--- src/sv/rc_channel_frame_decoder_defines.svh ---
// Assertion macros shared by the frame decoder RTL.
// Included by every file that carries concurrent assertions.
`ifndef RC_CHANNEL_FRAME_DECODER_DEFINES_SVH
`define RC_CHANNEL_FRAME_DECODER_DEFINES_SVH
`ifndef SYNTHESIS
`define RCFD_ASSERT_ALWAYS(lbl, expr) \
  lbl: assert property (@(posedge clk) disable iff (rst) (expr)) \
    else $error("rcfd assertion failed");
`define RCFD_ASSERT_NEXT(lbl, ante, cons) \
  lbl: assert property (@(posedge clk) disable iff (rst) (ante) |=> (cons)) \
    else $error("rcfd assertion failed");
`else
`define RCFD_ASSERT_ALWAYS(lbl, expr)
`define RCFD_ASSERT_NEXT(lbl, ante, cons)
`endif
`endif

--- src/sv/rcfd_pkg.sv ---
// Shared types, constants and the CRC-8 step of the RC channel frame decoder.
// No dependencies; the RTL modules refer to it by scoped names.
package rcfd_pkg;

  localparam logic [7:0] AddrByte = 8'hEE;
  localparam logic [7:0] TypeByte = 8'h16;
  localparam logic [7:0] CrcPoly  = 8'hD5;
  localparam int NumChannels = 16;
  localparam int MaxChanBits = 16;
  localparam int QueueDepth  = 2;
  localparam int CfgW        = 11;
  localparam logic [10:0] AnalogMax      = 11'd2047;
  localparam logic [10:0] OffsetReset    = 11'd173;
  localparam logic [10:0] ThresholdReset = 11'd992;

  typedef enum logic [0:0] {
    CFG_ANALOG_OFFSET    = 1'b0,
    CFG_BUTTON_THRESHOLD = 1'b1
  } cfg_index_t;

  typedef struct packed {
    logic [CfgW-1:0] analog_offset;
    logic [CfgW-1:0] button_threshold;
  } cfg_t;

  typedef enum logic [1:0] {
    OP_START  = 2'd0,
    OP_CHAN   = 2'd1,
    OP_COMMIT = 2'd2
  } op_code_t;

  // One command from the parser to the channel back end.
  typedef struct packed {
    op_code_t               code;
    logic [3:0]             chan;
    logic [MaxChanBits-1:0] raw;
  } op_t;

  function automatic logic [7:0] crc8_step(logic [7:0] crc, logic [7:0] b);
    logic [7:0] c;
    c = crc ^ b;
    for (int i = 0; i < 8; i++) begin
      if (c[7]) begin
        c = {c[6:0], 1'b0} ^ CrcPoly;
      end else begin
        c = {c[6:0], 1'b0};
      end
    end
    return c;
  endfunction

endpackage

--- src/sv/rcfd_channel_if.sv ---
// Valid/ready channel interfaces for received bytes and decoded frames.
// Depends on nothing; used by the top level and the back end.
interface rcfd_byte_if;
  logic       valid;
  logic       ready;
  logic [7:0] rx_byte;
  modport source (output valid, output rx_byte, input ready);
  modport sink (input valid, input rx_byte, output ready);
endinterface

interface rcfd_result_if;
  logic        valid;
  logic        ready;
  logic [10:0] throttle;
  logic [10:0] yaw;
  logic [10:0] pitch;
  logic [10:0] roll;
  logic [10:0] aux_one;
  logic [10:0] aux_two;
  logic [10:0] aux_three;
  logic [10:0] aux_four;
  logic [7:0]  button_bits;
  logic        values_changed;
  modport source (output valid, output throttle, output yaw, output pitch, output roll,
                  output aux_one, output aux_two, output aux_three, output aux_four,
                  output button_bits, output values_changed, input ready);
  modport sink (input valid, input throttle, input yaw, input pitch, input roll,
                input aux_one, input aux_two, input aux_three, input aux_four,
                input button_bits, input values_changed, output ready);
endinterface

--- src/sv/rcfd_queue.sv ---
// Short command queue between the frame parser and the channel back end.
// Depends on rcfd_pkg and the assertion macro header.
`include "rc_channel_frame_decoder_defines.svh"

module rcfd_queue (
  input  logic            clk,
  input  logic            rst,
  input  logic            push,
  input  rcfd_pkg::op_t   push_op,
  output logic            full,
  input  logic            pop,
  output rcfd_pkg::op_t   pop_op,
  output logic            empty
);

  localparam int Depth  = rcfd_pkg::QueueDepth;
  localparam int PtrW   = (Depth > 1) ? $clog2(Depth) : 1;
  localparam int CountW = $clog2(Depth + 1);

  rcfd_pkg::op_t     slots [Depth];
  logic [PtrW-1:0]   wptr;
  logic [PtrW-1:0]   rptr;
  logic [CountW-1:0] count;

  assign full   = (count == CountW'(Depth));
  assign empty  = (count == '0);
  assign pop_op = slots[rptr];

  always_ff @(posedge clk) begin
    if (push) begin
      slots[wptr] <= push_op;
    end
  end

  always_ff @(posedge clk) begin
    if (rst) begin
      wptr  <= '0;
      rptr  <= '0;
      count <= '0;
    end else begin
      if (push) begin
        wptr <= (wptr == PtrW'(Depth - 1)) ? '0 : wptr + 1'b1;
      end
      if (pop) begin
        rptr <= (rptr == PtrW'(Depth - 1)) ? '0 : rptr + 1'b1;
      end
      if (push && !pop) begin
        count <= count + 1'b1;
      end else if (pop && !push) begin
        count <= count - 1'b1;
      end
    end
  end

  `RCFD_ASSERT_ALWAYS(a_no_push_when_full, !(push && full))
  `RCFD_ASSERT_ALWAYS(a_no_pop_when_empty, !(pop && empty))

endmodule

--- src/sv/rcfd_front.sv ---
// Byte parser: frame sync, CRC-8 check and LSB-first channel unpacking.
// Depends on rcfd_pkg and the assertion macro header; feeds rcfd_queue.
`include "rc_channel_frame_decoder_defines.svh"

module rcfd_front #(
  parameter int CHANNEL_BITS = 11
) (
  input  logic          clk,
  input  logic          rst,
  input  logic          rx_valid,
  output logic          rx_ready,
  input  logic [7:0]    rx_byte,
  input  logic          q_full,
  output logic          push,
  output rcfd_pkg::op_t push_op
);

  localparam int RawW         = rcfd_pkg::MaxChanBits;
  localparam int PayloadBytes = (rcfd_pkg::NumChannels * CHANNEL_BITS + 7) / 8;
  localparam logic [7:0] FrameLen = 8'(PayloadBytes + 2);
  localparam int BufW   = CHANNEL_BITS + 7;
  localparam int FillW  = $clog2(BufW + 1);
  localparam int CountW = $clog2(PayloadBytes + 1);

  typedef enum logic [4:0] {
    PH_HUNT    = 5'b00001,
    PH_LEN     = 5'b00010,
    PH_TYPE    = 5'b00100,
    PH_PAYLOAD = 5'b01000,
    PH_CRC     = 5'b10000
  } phase_t;

  phase_t            phase, phase_next;
  logic [CountW-1:0] byte_count, byte_count_next;
  logic [7:0]        crc, crc_next;
  logic [BufW-1:0]   bit_buffer, bit_buffer_next;
  logic [FillW-1:0]  bit_fill, bit_fill_next;
  logic [4:0]        chan_idx, chan_idx_next;

  logic             take;
  logic [7:0]       crc_step;
  logic [BufW-1:0]  merged;
  logic [FillW-1:0] fill_sum;

  assign rx_ready = !q_full;
  assign take     = rx_valid && rx_ready;
  assign crc_step = rcfd_pkg::crc8_step(crc, rx_byte);
  assign merged   = bit_buffer | (BufW'(rx_byte) << bit_fill);
  assign fill_sum = bit_fill + FillW'(8);

  always_comb begin
    phase_next      = phase;
    byte_count_next = byte_count;
    crc_next        = crc;
    bit_buffer_next = bit_buffer;
    bit_fill_next   = bit_fill;
    chan_idx_next   = chan_idx;
    push            = 1'b0;
    push_op.code    = rcfd_pkg::OP_CHAN;
    push_op.chan    = chan_idx[3:0];
    push_op.raw     = RawW'(merged[CHANNEL_BITS-1:0]);
    if (take) begin
      case (phase)
        PH_HUNT: begin
          if (rx_byte == rcfd_pkg::AddrByte) begin
            phase_next = PH_LEN;
          end
        end
        PH_LEN: begin
          phase_next = (rx_byte == FrameLen) ? PH_TYPE : PH_HUNT;
        end
        PH_TYPE: begin
          if (rx_byte != rcfd_pkg::TypeByte) begin
            phase_next = PH_HUNT;
          end else begin
            crc_next        = rcfd_pkg::crc8_step(8'h00, rx_byte);
            byte_count_next = '0;
            bit_buffer_next = '0;
            bit_fill_next   = '0;
            chan_idx_next   = '0;
            push            = 1'b1;
            push_op.code    = rcfd_pkg::OP_START;
            phase_next      = PH_PAYLOAD;
          end
        end
        PH_PAYLOAD: begin
          crc_next        = crc_step;
          bit_buffer_next = merged;
          bit_fill_next   = fill_sum;
          if (fill_sum >= FillW'(CHANNEL_BITS)) begin
            if (chan_idx < 5'(rcfd_pkg::NumChannels)) begin
              push          = 1'b1;
              chan_idx_next = chan_idx + 1'b1;
            end
            bit_buffer_next = merged >> CHANNEL_BITS;
            bit_fill_next   = fill_sum - FillW'(CHANNEL_BITS);
          end
          byte_count_next = byte_count + 1'b1;
          if (byte_count_next >= CountW'(PayloadBytes)) begin
            phase_next = PH_CRC;
          end
        end
        PH_CRC: begin
          phase_next = PH_HUNT;
          // A zero residue over type, payload and CRC byte marks a good frame.
          if (crc_step == 8'h00) begin
            push         = 1'b1;
            push_op.code = rcfd_pkg::OP_COMMIT;
          end
        end
        default: begin
          phase_next = PH_HUNT;
        end
      endcase
    end
  end

  always_ff @(posedge clk) begin
    if (rst) begin
      phase      <= PH_HUNT;
      byte_count <= '0;
      crc        <= '0;
      bit_buffer <= '0;
      bit_fill   <= '0;
      chan_idx   <= '0;
    end else begin
      phase      <= phase_next;
      byte_count <= byte_count_next;
      crc        <= crc_next;
      bit_buffer <= bit_buffer_next;
      bit_fill   <= bit_fill_next;
      chan_idx   <= chan_idx_next;
    end
  end

  `RCFD_ASSERT_ALWAYS(a_chan_idx_bound, chan_idx <= 5'(rcfd_pkg::NumChannels))

endmodule

--- src/sv/rcfd_back.sv ---
// Channel back end: analog scaling, button thresholds, staging and commit.
// Depends on rcfd_pkg, rcfd_result_if and the assertion macro header.
`include "rc_channel_frame_decoder_defines.svh"

module rcfd_back #(
  parameter int ANALOG_CHANNELS = 8
) (
  input  logic          clk,
  input  logic          rst,
  input  rcfd_pkg::cfg_t cfg,
  input  logic          q_empty,
  input  rcfd_pkg::op_t q_op,
  output logic          pop,
  rcfd_result_if.source res
);

  localparam int RawW = rcfd_pkg::MaxChanBits;

  logic [10:0] staged_analog [8];
  logic [7:0]  staged_buttons;
  logic [10:0] last_analog [8];
  logic [7:0]  last_buttons;

  logic            out_free;
  logic            is_commit;
  logic [RawW-1:0] diff;
  logic [RawW+2:0] times5;
  logic [RawW:0]   quarter;
  logic [10:0]     scaled;
  logic            changed;
  logic            analog_slot;

  assign out_free  = !res.valid || res.ready;
  assign is_commit = (q_op.code == rcfd_pkg::OP_COMMIT);
  assign pop       = !q_empty && (!is_commit || out_free);

  // (v - offset) * 5 / 4, zero at or below the offset, clipped at full scale.
  always_comb begin
    diff    = q_op.raw - RawW'(cfg.analog_offset);
    times5  = ((RawW + 3)'(diff) << 2) + (RawW + 3)'(diff);
    quarter = times5[RawW+2:2];
    if (q_op.raw <= RawW'(cfg.analog_offset)) begin
      scaled = '0;
    end else if (quarter > (RawW + 1)'(rcfd_pkg::AnalogMax)) begin
      scaled = rcfd_pkg::AnalogMax;
    end else begin
      scaled = quarter[10:0];
    end
  end

  assign analog_slot = !q_op.chan[3] && (int'(q_op.chan) < ANALOG_CHANNELS);

  always_comb begin
    changed = (staged_buttons != last_buttons);
    for (int k = 0; k < 8; k++) begin
      if (staged_analog[k] != last_analog[k]) begin
        changed = 1'b1;
      end
    end
  end

  always_ff @(posedge clk) begin
    if (pop) begin
      case (q_op.code)
        rcfd_pkg::OP_START: begin
          for (int k = 0; k < 8; k++) begin
            staged_analog[k] <= '0;
          end
          staged_buttons <= '0;
        end
        rcfd_pkg::OP_CHAN: begin
          if (analog_slot) begin
            staged_analog[q_op.chan[2:0]] <= scaled;
          end else if (q_op.chan[3] && (q_op.raw > RawW'(cfg.button_threshold))) begin
            staged_buttons[q_op.chan[2:0]] <= 1'b1;
          end
        end
        default: begin
        end
      endcase
    end
  end

  always_ff @(posedge clk) begin
    if (pop && is_commit) begin
      res.throttle       <= staged_analog[0];
      res.yaw            <= staged_analog[1];
      res.pitch          <= staged_analog[2];
      res.roll           <= staged_analog[3];
      res.aux_one        <= staged_analog[4];
      res.aux_two        <= staged_analog[5];
      res.aux_three      <= staged_analog[6];
      res.aux_four       <= staged_analog[7];
      res.button_bits    <= staged_buttons;
      res.values_changed <= changed;
    end
  end

  always_ff @(posedge clk) begin
    if (rst) begin
      res.valid <= 1'b0;
      for (int k = 0; k < 8; k++) begin
        last_analog[k] <= '0;
      end
      last_buttons <= '0;
    end else begin
      if (pop && is_commit) begin
        res.valid <= 1'b1;
        for (int k = 0; k < 8; k++) begin
          last_analog[k] <= staged_analog[k];
        end
        last_buttons <= staged_buttons;
      end else if (res.ready) begin
        res.valid <= 1'b0;
      end
    end
  end

  `RCFD_ASSERT_ALWAYS(a_commit_needs_room, !(pop && is_commit) || out_free)
  `RCFD_ASSERT_NEXT(a_commit_shows_result, pop && is_commit, res.valid)

endmodule

--- src/sv/rc_channel_frame_decoder.sv ---
// Channel   Role    Payload
// rx        sink    rx_byte (8 bit), one serial byte per transaction
// res       source  eight 11-bit analog channels, button_bits, values_changed
// cfg_*     write   cfg_index selects analog_offset or button_threshold
//
// One byte is taken per cycle while the queue has room; the parser decides a byte
// in the cycle it arrives. A good frame's commit goes through the command queue
// to the result register once it is free; a waiting result holds it until taken.
// The command queue is two deep: a stalled result holds only the commit
// command, and rx ready drops once that queue fills.
// Reset is synchronous; it clears parser and queue state, the result valid flag,
// the last frame values, and returns both config registers to their defaults.
module rc_channel_frame_decoder #(
  parameter int ANALOG_CHANNELS = 8,
  parameter int CHANNEL_BITS    = 11
) (
  input  logic                      clk,
  input  logic                      rst,
  rcfd_byte_if.sink                 rx,
  rcfd_result_if.source             res,
  input  logic                      cfg_wen,
  input  logic [0:0]                cfg_index,
  input  logic [rcfd_pkg::CfgW-1:0] cfg_data
);

  rcfd_pkg::cfg_t cfg;
  logic           q_full;
  logic           q_empty;
  logic           push;
  logic           pop;
  rcfd_pkg::op_t  push_op;
  rcfd_pkg::op_t  pop_op;

  always_ff @(posedge clk) begin
    if (rst) begin
      cfg.analog_offset    <= rcfd_pkg::OffsetReset;
      cfg.button_threshold <= rcfd_pkg::ThresholdReset;
    end else if (cfg_wen) begin
      case (rcfd_pkg::cfg_index_t'(cfg_index))
        rcfd_pkg::CFG_ANALOG_OFFSET:    cfg.analog_offset    <= cfg_data;
        rcfd_pkg::CFG_BUTTON_THRESHOLD: cfg.button_threshold <= cfg_data;
        default: begin
        end
      endcase
    end
  end

  rcfd_front #(
    .CHANNEL_BITS (CHANNEL_BITS)
  ) u_front (
    .clk      (clk),
    .rst      (rst),
    .rx_valid (rx.valid),
    .rx_ready (rx.ready),
    .rx_byte  (rx.rx_byte),
    .q_full   (q_full),
    .push     (push),
    .push_op  (push_op)
  );

  rcfd_queue u_queue (
    .clk     (clk),
    .rst     (rst),
    .push    (push),
    .push_op (push_op),
    .full    (q_full),
    .pop     (pop),
    .pop_op  (pop_op),
    .empty   (q_empty)
  );

  rcfd_back #(
    .ANALOG_CHANNELS (ANALOG_CHANNELS)
  ) u_back (
    .clk     (clk),
    .rst     (rst),
    .cfg     (cfg),
    .q_empty (q_empty),
    .q_op    (pop_op),
    .pop     (pop),
    .res     (res)
  );

endmodule
--- src/flat_wrapper.sv ---
// flat-port wrapper written by rule: the top's interface ports become plain ports
module rc_channel_frame_decoder_flat 
#(
  parameter int ANALOG_CHANNELS = 8,
  parameter int CHANNEL_BITS    = 11
)
  (clk, rst, cfg_wen, cfg_index, cfg_data, rx_valid, rx_rx_byte, rx_ready, res_valid, res_throttle, res_yaw, res_pitch, res_roll, res_aux_one, res_aux_two, res_aux_three, res_aux_four, res_button_bits, res_values_changed, res_ready);
  rcfd_byte_if rx_i ();
  rcfd_result_if res_i ();
  input  logic clk;
  input  logic rst;
  input  logic cfg_wen;
  input  logic [0:0] cfg_index;
  input  logic [rcfd_pkg::CfgW-1:0] cfg_data;
  input wire logic [$bits(rx_i.valid)-1:0] rx_valid;
  input wire logic [$bits(rx_i.rx_byte)-1:0] rx_rx_byte;
  output wire logic [$bits(rx_i.ready)-1:0] rx_ready;
  output wire logic [$bits(res_i.valid)-1:0] res_valid;
  output wire logic [$bits(res_i.throttle)-1:0] res_throttle;
  output wire logic [$bits(res_i.yaw)-1:0] res_yaw;
  output wire logic [$bits(res_i.pitch)-1:0] res_pitch;
  output wire logic [$bits(res_i.roll)-1:0] res_roll;
  output wire logic [$bits(res_i.aux_one)-1:0] res_aux_one;
  output wire logic [$bits(res_i.aux_two)-1:0] res_aux_two;
  output wire logic [$bits(res_i.aux_three)-1:0] res_aux_three;
  output wire logic [$bits(res_i.aux_four)-1:0] res_aux_four;
  output wire logic [$bits(res_i.button_bits)-1:0] res_button_bits;
  output wire logic [$bits(res_i.values_changed)-1:0] res_values_changed;
  input wire logic [$bits(res_i.ready)-1:0] res_ready;
  assign rx_i.valid = rx_valid;
  assign rx_i.rx_byte = rx_rx_byte;
  assign rx_ready = rx_i.ready;
  assign res_valid = res_i.valid;
  assign res_throttle = res_i.throttle;
  assign res_yaw = res_i.yaw;
  assign res_pitch = res_i.pitch;
  assign res_roll = res_i.roll;
  assign res_aux_one = res_i.aux_one;
  assign res_aux_two = res_i.aux_two;
  assign res_aux_three = res_i.aux_three;
  assign res_aux_four = res_i.aux_four;
  assign res_button_bits = res_i.button_bits;
  assign res_values_changed = res_i.values_changed;
  assign res_i.ready = res_ready;
  rc_channel_frame_decoder #(.ANALOG_CHANNELS(ANALOG_CHANNELS), .CHANNEL_BITS(CHANNEL_BITS)) u_core (.clk(clk), .rst(rst), .rx(rx_i), .res(res_i), .cfg_wen(cfg_wen), .cfg_index(cfg_index), .cfg_data(cfg_data));
endmodule
--- config.mk ---
export PLATFORM = sky130hd
export DESIGN_NAME = rc_channel_frame_decoder_flat
export DESIGN_NICKNAME = d
export VERILOG_FILES = /design/src/sv/rcfd_pkg.sv /design/src/sv/rcfd_channel_if.sv /design/src/sv/rcfd_queue.sv /design/src/sv/rcfd_front.sv /design/src/sv/rcfd_back.sv /design/src/sv/rc_channel_frame_decoder.sv /design/src/flat_wrapper.sv
export VERILOG_INCLUDE_DIRS = /design/src /design/src/sv
export SDC_FILE = /design/constraint.sdc
export NUM_CORES = 1
export LEC_CHECK = 0
export BUFFER_PORTS_ARGS = -buffer_cell sky130_fd_sc_hd__buf_2
export CAP_MARGIN = 20
export CORE_ASPECT_RATIO = 1.5
export CORE_MARGIN = 4
export CORE_UTILIZATION = 34
export DETAILED_ROUTE_END_ITERATION = 10
export GPL_TIMING_DRIVEN = 1
export PLACE_DENSITY_LB_ADDON = 0.1
export SYNTH_ARGS = -nofsm -noshare
export SYNTH_HDL_FRONTEND = slang
export SYNTH_SLANG_ARGS = --single-unit
--- constraint.sdc ---
create_clock -name clk -period 20.7 [get_ports clk]
set_input_delay 6.21 -clock clk [delete_from_list [all_inputs] [get_ports clk]]
set_output_delay 6.21 -clock clk [all_outputs]
set_load 0.02 [all_outputs]
==> impl_metrics.env, run 1 <==
export IMPL_status="complete, no violations"
export IMPL_cts_sinks=397
export IMPL_post_cts_buffers=0
export IMPL_nNetsFinal=1699
export IMPL_grtUsageTotal_pct=16.2
export IMPL_dp_hpwl_um=34400
export IMPL_dpl_instance_area_sq_mm=0.0197
export IMPL_antenna_cells=0
export IMPL_crit_family="buffers and inverters"
export IMPL_syn_area_per_cell_sq_um=12.2
export IMPL_cts_resized_gates=0
export IMPL_synth_fp_nets=1574
export IMPL_p_comb_share_pct=7.6
export IMPL_final_cell_mix="315 x edfxtp_1, 192 x nor2_1, 122 x buf_2, 85 x xor2_1, 83 x xnor2_1"
export IMPL_cp_required_ns=20.87
export IMPL_synth_edf_count=315
export IMPL_die_area_sq_mm=0.0576
export IMPL_cpMostUsedCell="buf_4"
export IMPL_clockBufferDepth=3
export IMPL_async_flop_share_pct=0
export IMPL_path_cells="buf_2 -> nand2b_1 -> o21ai_0 -> nor2_4 -> buf_4 -> or2_4 -> buf_4"
export IMPL_p_int_uw=1320
export IMPL_power_switching_uw=396
export IMPL_crit_path_max_incr_delay_ns=0.83
export IMPL_h_tree_depth=2
export IMPL_grt_max_degree=76
export IMPL_hold_viol=0
export IMPL_worstMarginPinSlew_ns=1.09
export IMPL_cp_start_kind="primary input"
export IMPL_dp_slack_ns=10.38
export IMPL_fin_skew_ns=0.0217
export IMPL_fp_dieW_um=197
export IMPL_leakage_uw=0.00773
export IMPL_grt_remaining_overflow=0
export IMPL_syn_instance_count=1501
export IMPL_setup_tns_ns=0
export IMPL_syn_to_final_growth_pct=14.6
export IMPL_yosys_area_top_type_share_pct=51.7
export IMPL_boundaryPins=124
export IMPL_worstSetupPathType="in -> reg"
export IMPL_vias_per_cell=4.93
export IMPL_finalMaxSlewViolations=0
export IMPL_setup_viol=0
export IMPL_power_density_mw_per_mm2=82.1
export IMPL_crit_buf_inv=3
export IMPL_drive_gt1_share_pct=14.9
export IMPL_power_frac_seq_pct=50.5
export IMPL_die_y_um=292
export IMPL_worst_path_max_fanout=75
export IMPL_fillerInstances=5086
export IMPL_rsz0062_at_grt="false"
export IMPL_root_buffer="clkbuf_16"
export IMPL_ys_warn_count=0
export IMPL_ir_drop_v=0.0000550
export IMPL_floorplan_initialDensity_pct=34.5
export IMPL_design_area_sq_mm=0.0210
export IMPL_fin_ws_ns=11.09
export IMPL_ant_nets=0
export IMPL_drc=0
export IMPL_dr_first_iter_drc_count=651
export IMPL_instances_no_fill=2337
export IMPL_routed_wl_um=47200
export IMPL_critPathCaptureType="flop"
export IMPL_ys_ff_latch=397
export IMPL_grt_pass1_wl_um=72000
export IMPL_switching_share_pct=23.0
export IMPL_row_count=103
export IMPL_first_global_vias=11900
export IMPL_post_synth_top_area_cell="edfxtp_1"
export IMPL_grt_antenna_before_repair=0
export IMPL_globalplace_congestion=0.819
export IMPL_path_clk_slew_ns=0.06
export IMPL_synth_main_ff_cell="edfxtp_1"
export IMPL_dr_pass1_iters=7
export IMPL_layout_commonest_cell="edfxtp_1"
export IMPL_period_needed_ns=9.61
export IMPL_synthTopCellsByArea="edfxtp_1 52%, dfxtp_1 9.0%, xor2_1 4.1%, nor2_1 4.0%, xnor2_1 4.0%"
export IMPL_hold_ws_ns=0.452
export IMPL_timing_fmax_mhz=104
export IMPL_cts_hold_buf=0
export IMPL_port_buffers=123
export IMPL_drv_cap=0
export IMPL_placedCellCount=2265
export IMPL_worst_r2r_setup_slack_ns=14.31
export IMPL_yosysUniqueCellTypes=75
export IMPL_clkPwrFrac_pct=41.9
export IMPL_core_area_sq_mm=0.0530
export IMPL_clock_latency_ns=0.56
export IMPL_crit_arrival_ns=9.78
export IMPL_syn_area_sq_mm=0.0183
export IMPL_tritoncts="yes"
export IMPL_slew_headroom_pct=27.5
export IMPL_post_drt_wl_per_cell_um=20.2
export IMPL_period_share_pct=46.4
export IMPL_crit_slowest_cell="buf_4"
export IMPL_cts_buffers=41
export IMPL_vias=11500
export IMPL_worstHoldPathType="reg -> reg"
export IMPL_ys_seq_area_share_pct=60.7
==> cell usage after synthesis, drive strengths merged (24+ instances only) <==
| master | instances |
|---|---|
| nor2 | 195 |
| ha | 46 |
| o21ai | 34 |
| a21oi | 81 |
| nor2b | 28 |
| clkbuf | 41 |
| nor4 | 31 |
| dfxtp | 82 |
| xor2 | 85 |
| and2 | 71 |
| mux2i | 24 |
| edfxtp | 315 |
| inv | 48 |
| nand2 | 80 |
| xnor2 | 83 |
==> area by class of cell <==
cell class / count / area [sq um] / area share [%]
well taps: 682 / 853 / 4.07
inverters: 48 / 180 / 0.860
clock inverters: 18 / 189 / 0.902
multi-input cells: 997 / 6780 / 32.4
flip-flops and latches: 397 / 11100 / 53.0
repair buffers: 141 / 753 / 3.59
clock buffers: 54 / 1100 / 5.23
==> worst paths after layout <==
kind / start / to / cells past startpoint
setup / recovery: res_ready / u_core.u_back.last_analog[1][36] / 7
hold reg to reg: u_core.cfg[21] / u_core.cfg[21] / 2
hold / removal: u_core.cfg[21] / u_core.cfg[21] / 2
setup reg to reg: flop / u_core.u_back.staged_analog[7][1] / 18
==> per-layer routing <==
layer | up-vias | routed length, um | GRT usage (%)
li1 | 5656 | - | -
met1 | 5582 | 18600 | 18.8
met2 | 217 | 25700 | 30.9
met3 | 69 | 1920 | 2.08
met4 | 0 | 1070 | 4.15
met5 | - | 0 | 0
==> power by group through the flow <==
stage	Clock, uW	Combinational [uW]	Sequential [uW]
after floorplan	0	99.1	885
after global placement	0	132	885
after detailed placement	0	132	886
after CTS	745	133	869
after global routing	776	144	869
final	721	131	869
==> worst register-to-register path, stage by stage, from the launching register on <==
cell and delay [ns]:
dfxtp_1 0.31, buf_4 0.30, mux2_2 0.44, ha_1 0.38
nor2_1 0.12, a211oi_1 0.06, a211o_1 0.38, a31o_2 0.30
a21o_1 0.17, a21oi_1 0.16, xnor2_1 0.18, ha_1 0.34
a21o_1 0.23, a2111oi_2 0.50, o221ai_1 0.20, xnor2_1 0.15
a2111o_1 0.74, nor4_4 1.01, nor2_1 0.12
==> per-stage QoR <==
step / utilization (%) / total power (uW)
final: 39.6 / 1720
after global placement: 37.1 / 1020
after floorplan: - / 984
after detailed placement: 37.1 / 1020
after CTS: 39.6 / 1750
after global routing: 39.6 / 1790
==> cell families (layout without fill, tap and decap cells) <==
family	after synthesis	count (layout)	share of synthesized area (%)
AND/OR/NAND/NOR	499	499	14.0
flip-flops	397	397	60.7
AO/OA/AOI/OAI	241	241	8.92
XOR/XNOR	168	168	8.05
buffers and inverters	107	261	2.50
adder cells (fa/ha/maj)	48	48	3.37
multiplexers	41	41	2.42
==> state kept, by name, summed over array words and instances (netlist names), 11 cells and up, named ones only <==
name	cells
u_core.u_back.res.aux_one	11
u_core.u_back.last_analog	88
u_core.u_back.res.yaw	11
u_core.u_back.res.aux_four	11
u_core.u_back.res.roll	11
u_core.u_back.res.pitch	11
u_core.u_back.res.aux_two	11
u_core.u_back.res.throttle	11
u_core.cfg	22
u_core.u_queue.slots	34
u_core.u_back.staged_analog	88
u_core.u_front.bit_buffer	18
u_core.u_back.res.aux_three	11
No activity file was read; power rests on OpenSTA's default activity.
==> run 2, diff against run 1 <==
- clock period: 20.7 -> 8.1 ns (I/O delays scaled with it)
==> run 2 against run 1 <==
  * Final area rose by 0.64%
  * Cell count increased by 0.30%
  * Sequential power grew to 2.6 times the previous value
  * Clock-buffer cell count fell by 9
  * Non-clock buffer count is 5 higher
  * Die area did not move
  * Routed wire length grew 2.8%
  * Critical path depth grew 11
==> impl_metrics.env, run 2 (synthesis results as in run 1) <==
export IMPL_fin_util_pct=39.8
export IMPL_crit_family="compound AO/OA/AOI/OAI gates"
export IMPL_busiest_layer="met2"
export IMPL_root_buffer="clkbuf_16"
export IMPL_post_drt_wl_per_cell_um=20.7
export IMPL_crit_path_max_incr_delay_ns=1.00
export IMPL_instances_no_fill=2344
export IMPL_ir_drop_v=0.000154
export IMPL_grt_max_degree=108
export IMPL_setup_tns_ns=0
export IMPL_clockBufferDepth=3
export IMPL_syn_to_final_growth_pct=15.3
export IMPL_grt_remaining_overflow=0
export IMPL_layout_commonest_cell="edfxtp_1"
export IMPL_globalplace_congestion=0.798
export IMPL_grtUsageMet2_pct=32.3
export IMPL_worst_r2r_setup_slack_ns=1.53
export IMPL_fin_skew_ns=0.0155
export IMPL_drv_cap=0
export IMPL_power_density_mw_per_mm2=212
export IMPL_worst_path_max_fanout=25
export IMPL_drive_gt1_share_pct=15.8
export IMPL_die_area_sq_mm=0.0576
export IMPL_dp_slack_ns=1.54
export IMPL_cts_resized_gates=0
export IMPL_timing_fmax_mhz=152
export IMPL_cp_required_ns=8.36
export IMPL_cp_start_kind="flop"
export IMPL_grtUsageTotal_pct=16.6
export IMPL_worstHoldPathType="reg -> reg"
export IMPL_tritoncts="yes"
export IMPL_worstSetupPathType="reg -> reg"
export IMPL_path_clk_slew_ns=0.06
export IMPL_period_share_pct=81.1
export IMPL_met1_usage_pct=18.7
export IMPL_final_cell_mix="315 x edfxtp_1, 192 x nor2_1, 122 x buf_2, 85 x xor2_1, 83 x xnor2_1"
export IMPL_crit_slowest_cell="dfxtp_1"
export IMPL_core_area_sq_mm=0.0530
export IMPL_crit_buf_inv=1
export IMPL_critPathCaptureType="flop"
export IMPL_path_cells="mux2i_1 -> inv_1 -> ha_1 -> nand2b_1 -> a211oi_1 -> a211o_1 -> a31o_2 -> a21o_1 -> a21oi_1 -> xnor2_1 -> ha_1 -> a21o_1 -> a2111oi_2 -> o221ai_1 -> xnor2_1 -> a2111o_1 -> nor3_4 -> a21oi_1"
export IMPL_cts_sinks=397
export IMPL_row_count=103
export IMPL_status="complete, no violations"
export IMPL_routed_wl_um=48500
export IMPL_leakage_uw=0.00781
export IMPL_vias=11700
export IMPL_placedCellCount=2269
export IMPL_slew_headroom_pct=31.5
export IMPL_post_cts_buffers=0
export IMPL_worstMarginPinSlew_ns=1.03
export IMPL_dp_hpwl_um=35900
export IMPL_floorplan_initialDensity_pct=34.5
export IMPL_cts_hold_buf=0
export IMPL_finalMaxSlewViolations=0
export IMPL_port_buffers=123
export IMPL_rsz0062_at_grt="false"
export IMPL_fp_dieW_um=197
export IMPL_grt_antenna_before_repair=0
export IMPL_grt_pass1_wl_um=74100
export IMPL_fillerInstances=5055
export IMPL_ant_nets=0
export IMPL_cts_buffers=41
export IMPL_boundaryPins=124
export IMPL_die_y_um=292
export IMPL_p_total_uw=4480
export IMPL_crit_arrival_ns=6.82
export IMPL_nNetsFinal=1704
export IMPL_dr_pass1_iters=5
export IMPL_dr_first_iter_drc_count=602
export IMPL_antenna_cells=0
export IMPL_setup_viol=0
export IMPL_hold_viol=0
export IMPL_h_tree_depth=2
export IMPL_fin_ws_ns=1.53
export IMPL_period_needed_ns=6.57
export IMPL_drc=0
export IMPL_use_met3_pct=2.27
export IMPL_reg_top3="u_core.u_back.last_analog: 88 flops, u_core.u_back.staged_analog: 88 flops, u_core.u_queue.slots: 34 flops"
export IMPL_clock_latency_ns=0.55
export IMPL_first_global_vias=12000
export IMPL_vias_per_cell=5.00
==> run 2: cell types whose count changed in the layout (fill, tap and decap cells not counted) <==
| cell | before | now |
|---|---|---|
| clkbuf_8 | 0 | 1 |
| buf_12 | 0 | 1 |
| clkbuf_1 | 12 | 2 |
| buf_4 | 19 | 21 |
| o31ai_4 | 1 | 0 |
| clkinv_8 | 1 | 0 |
| bufinv_16 | 3 | 5 |
| clkinv_4 | 0 | 2 |
| inv_16 | 1 | 0 |
| clkinv_2 | 5 | 10 |
| o31ai_2 | 5 | 6 |
| inv_6 | 0 | 4 |
| buf_8 | 0 | 2 |
==> run 2: cell type report <==
| class | instances | area, sq um | share of cell area (%) |
|---|---|---|---|
| Clock buffer | 45 | 1070 | 5.08 |
| Clock inverter | 29 | 290 | 1.38 |
| Inverter | 48 | 180 | 0.854 |
| Multi-Input combinational cell | 997 | 6770 | 32.1 |
| Sequential cell | 397 | 11100 | 52.6 |
| Tap cell | 682 | 853 | 4.05 |
| Timing Repair Buffer | 146 | 818 | 3.88 |
==> run 2: through the flow <==
| step | instance area [sq um] | hold slack [ns] |
|---|---|---|
| after global placement | 19700 | 0.446 |
| after detailed placement | 19700 | 0.455 |
| after global routing | 21100 | 0.482 |
| after floorplan | 18300 | 0.432 |
| final | 21100 | 0.459 |
| after CTS | 21100 | 0.465 |
==> run 2: worst min-delay path, cell delays in order, from the launching register on <==
cell and delay (ns):
dfxtp_1 0.31, nand2_1 0.05, a21oi_1 0.05
==> run 2: routing by layer <==
layer  vias up  part of all wire [%]
met4         0                   2.6
met3        60                   3.9
met2       243                    55
met5         -                     0
met1      5764                    38
li1       5657                     -
==> run 2: final timing paths <==
check                              startpoint                                end  cells after the start
worst max-delay path                     flop  u_core.u_back.staged_analog[0][2]                     18
worst min-delay path            u_core.cfg[1]                      u_core.cfg[1]                      2
worst max register to register           flop  u_core.u_back.staged_analog[0][2]                     18
worst min register to register  u_core.cfg[1]                      u_core.cfg[1]                      2
==> run 2: power breakdown <==
group | internal (uW) | leakage (uW) | switching, uW
Sequential | 2210 | 0.00366 | 12.5
Combinational | 125 | 0.00347 | 208
Clock | 1120 | 0.000673 | 806
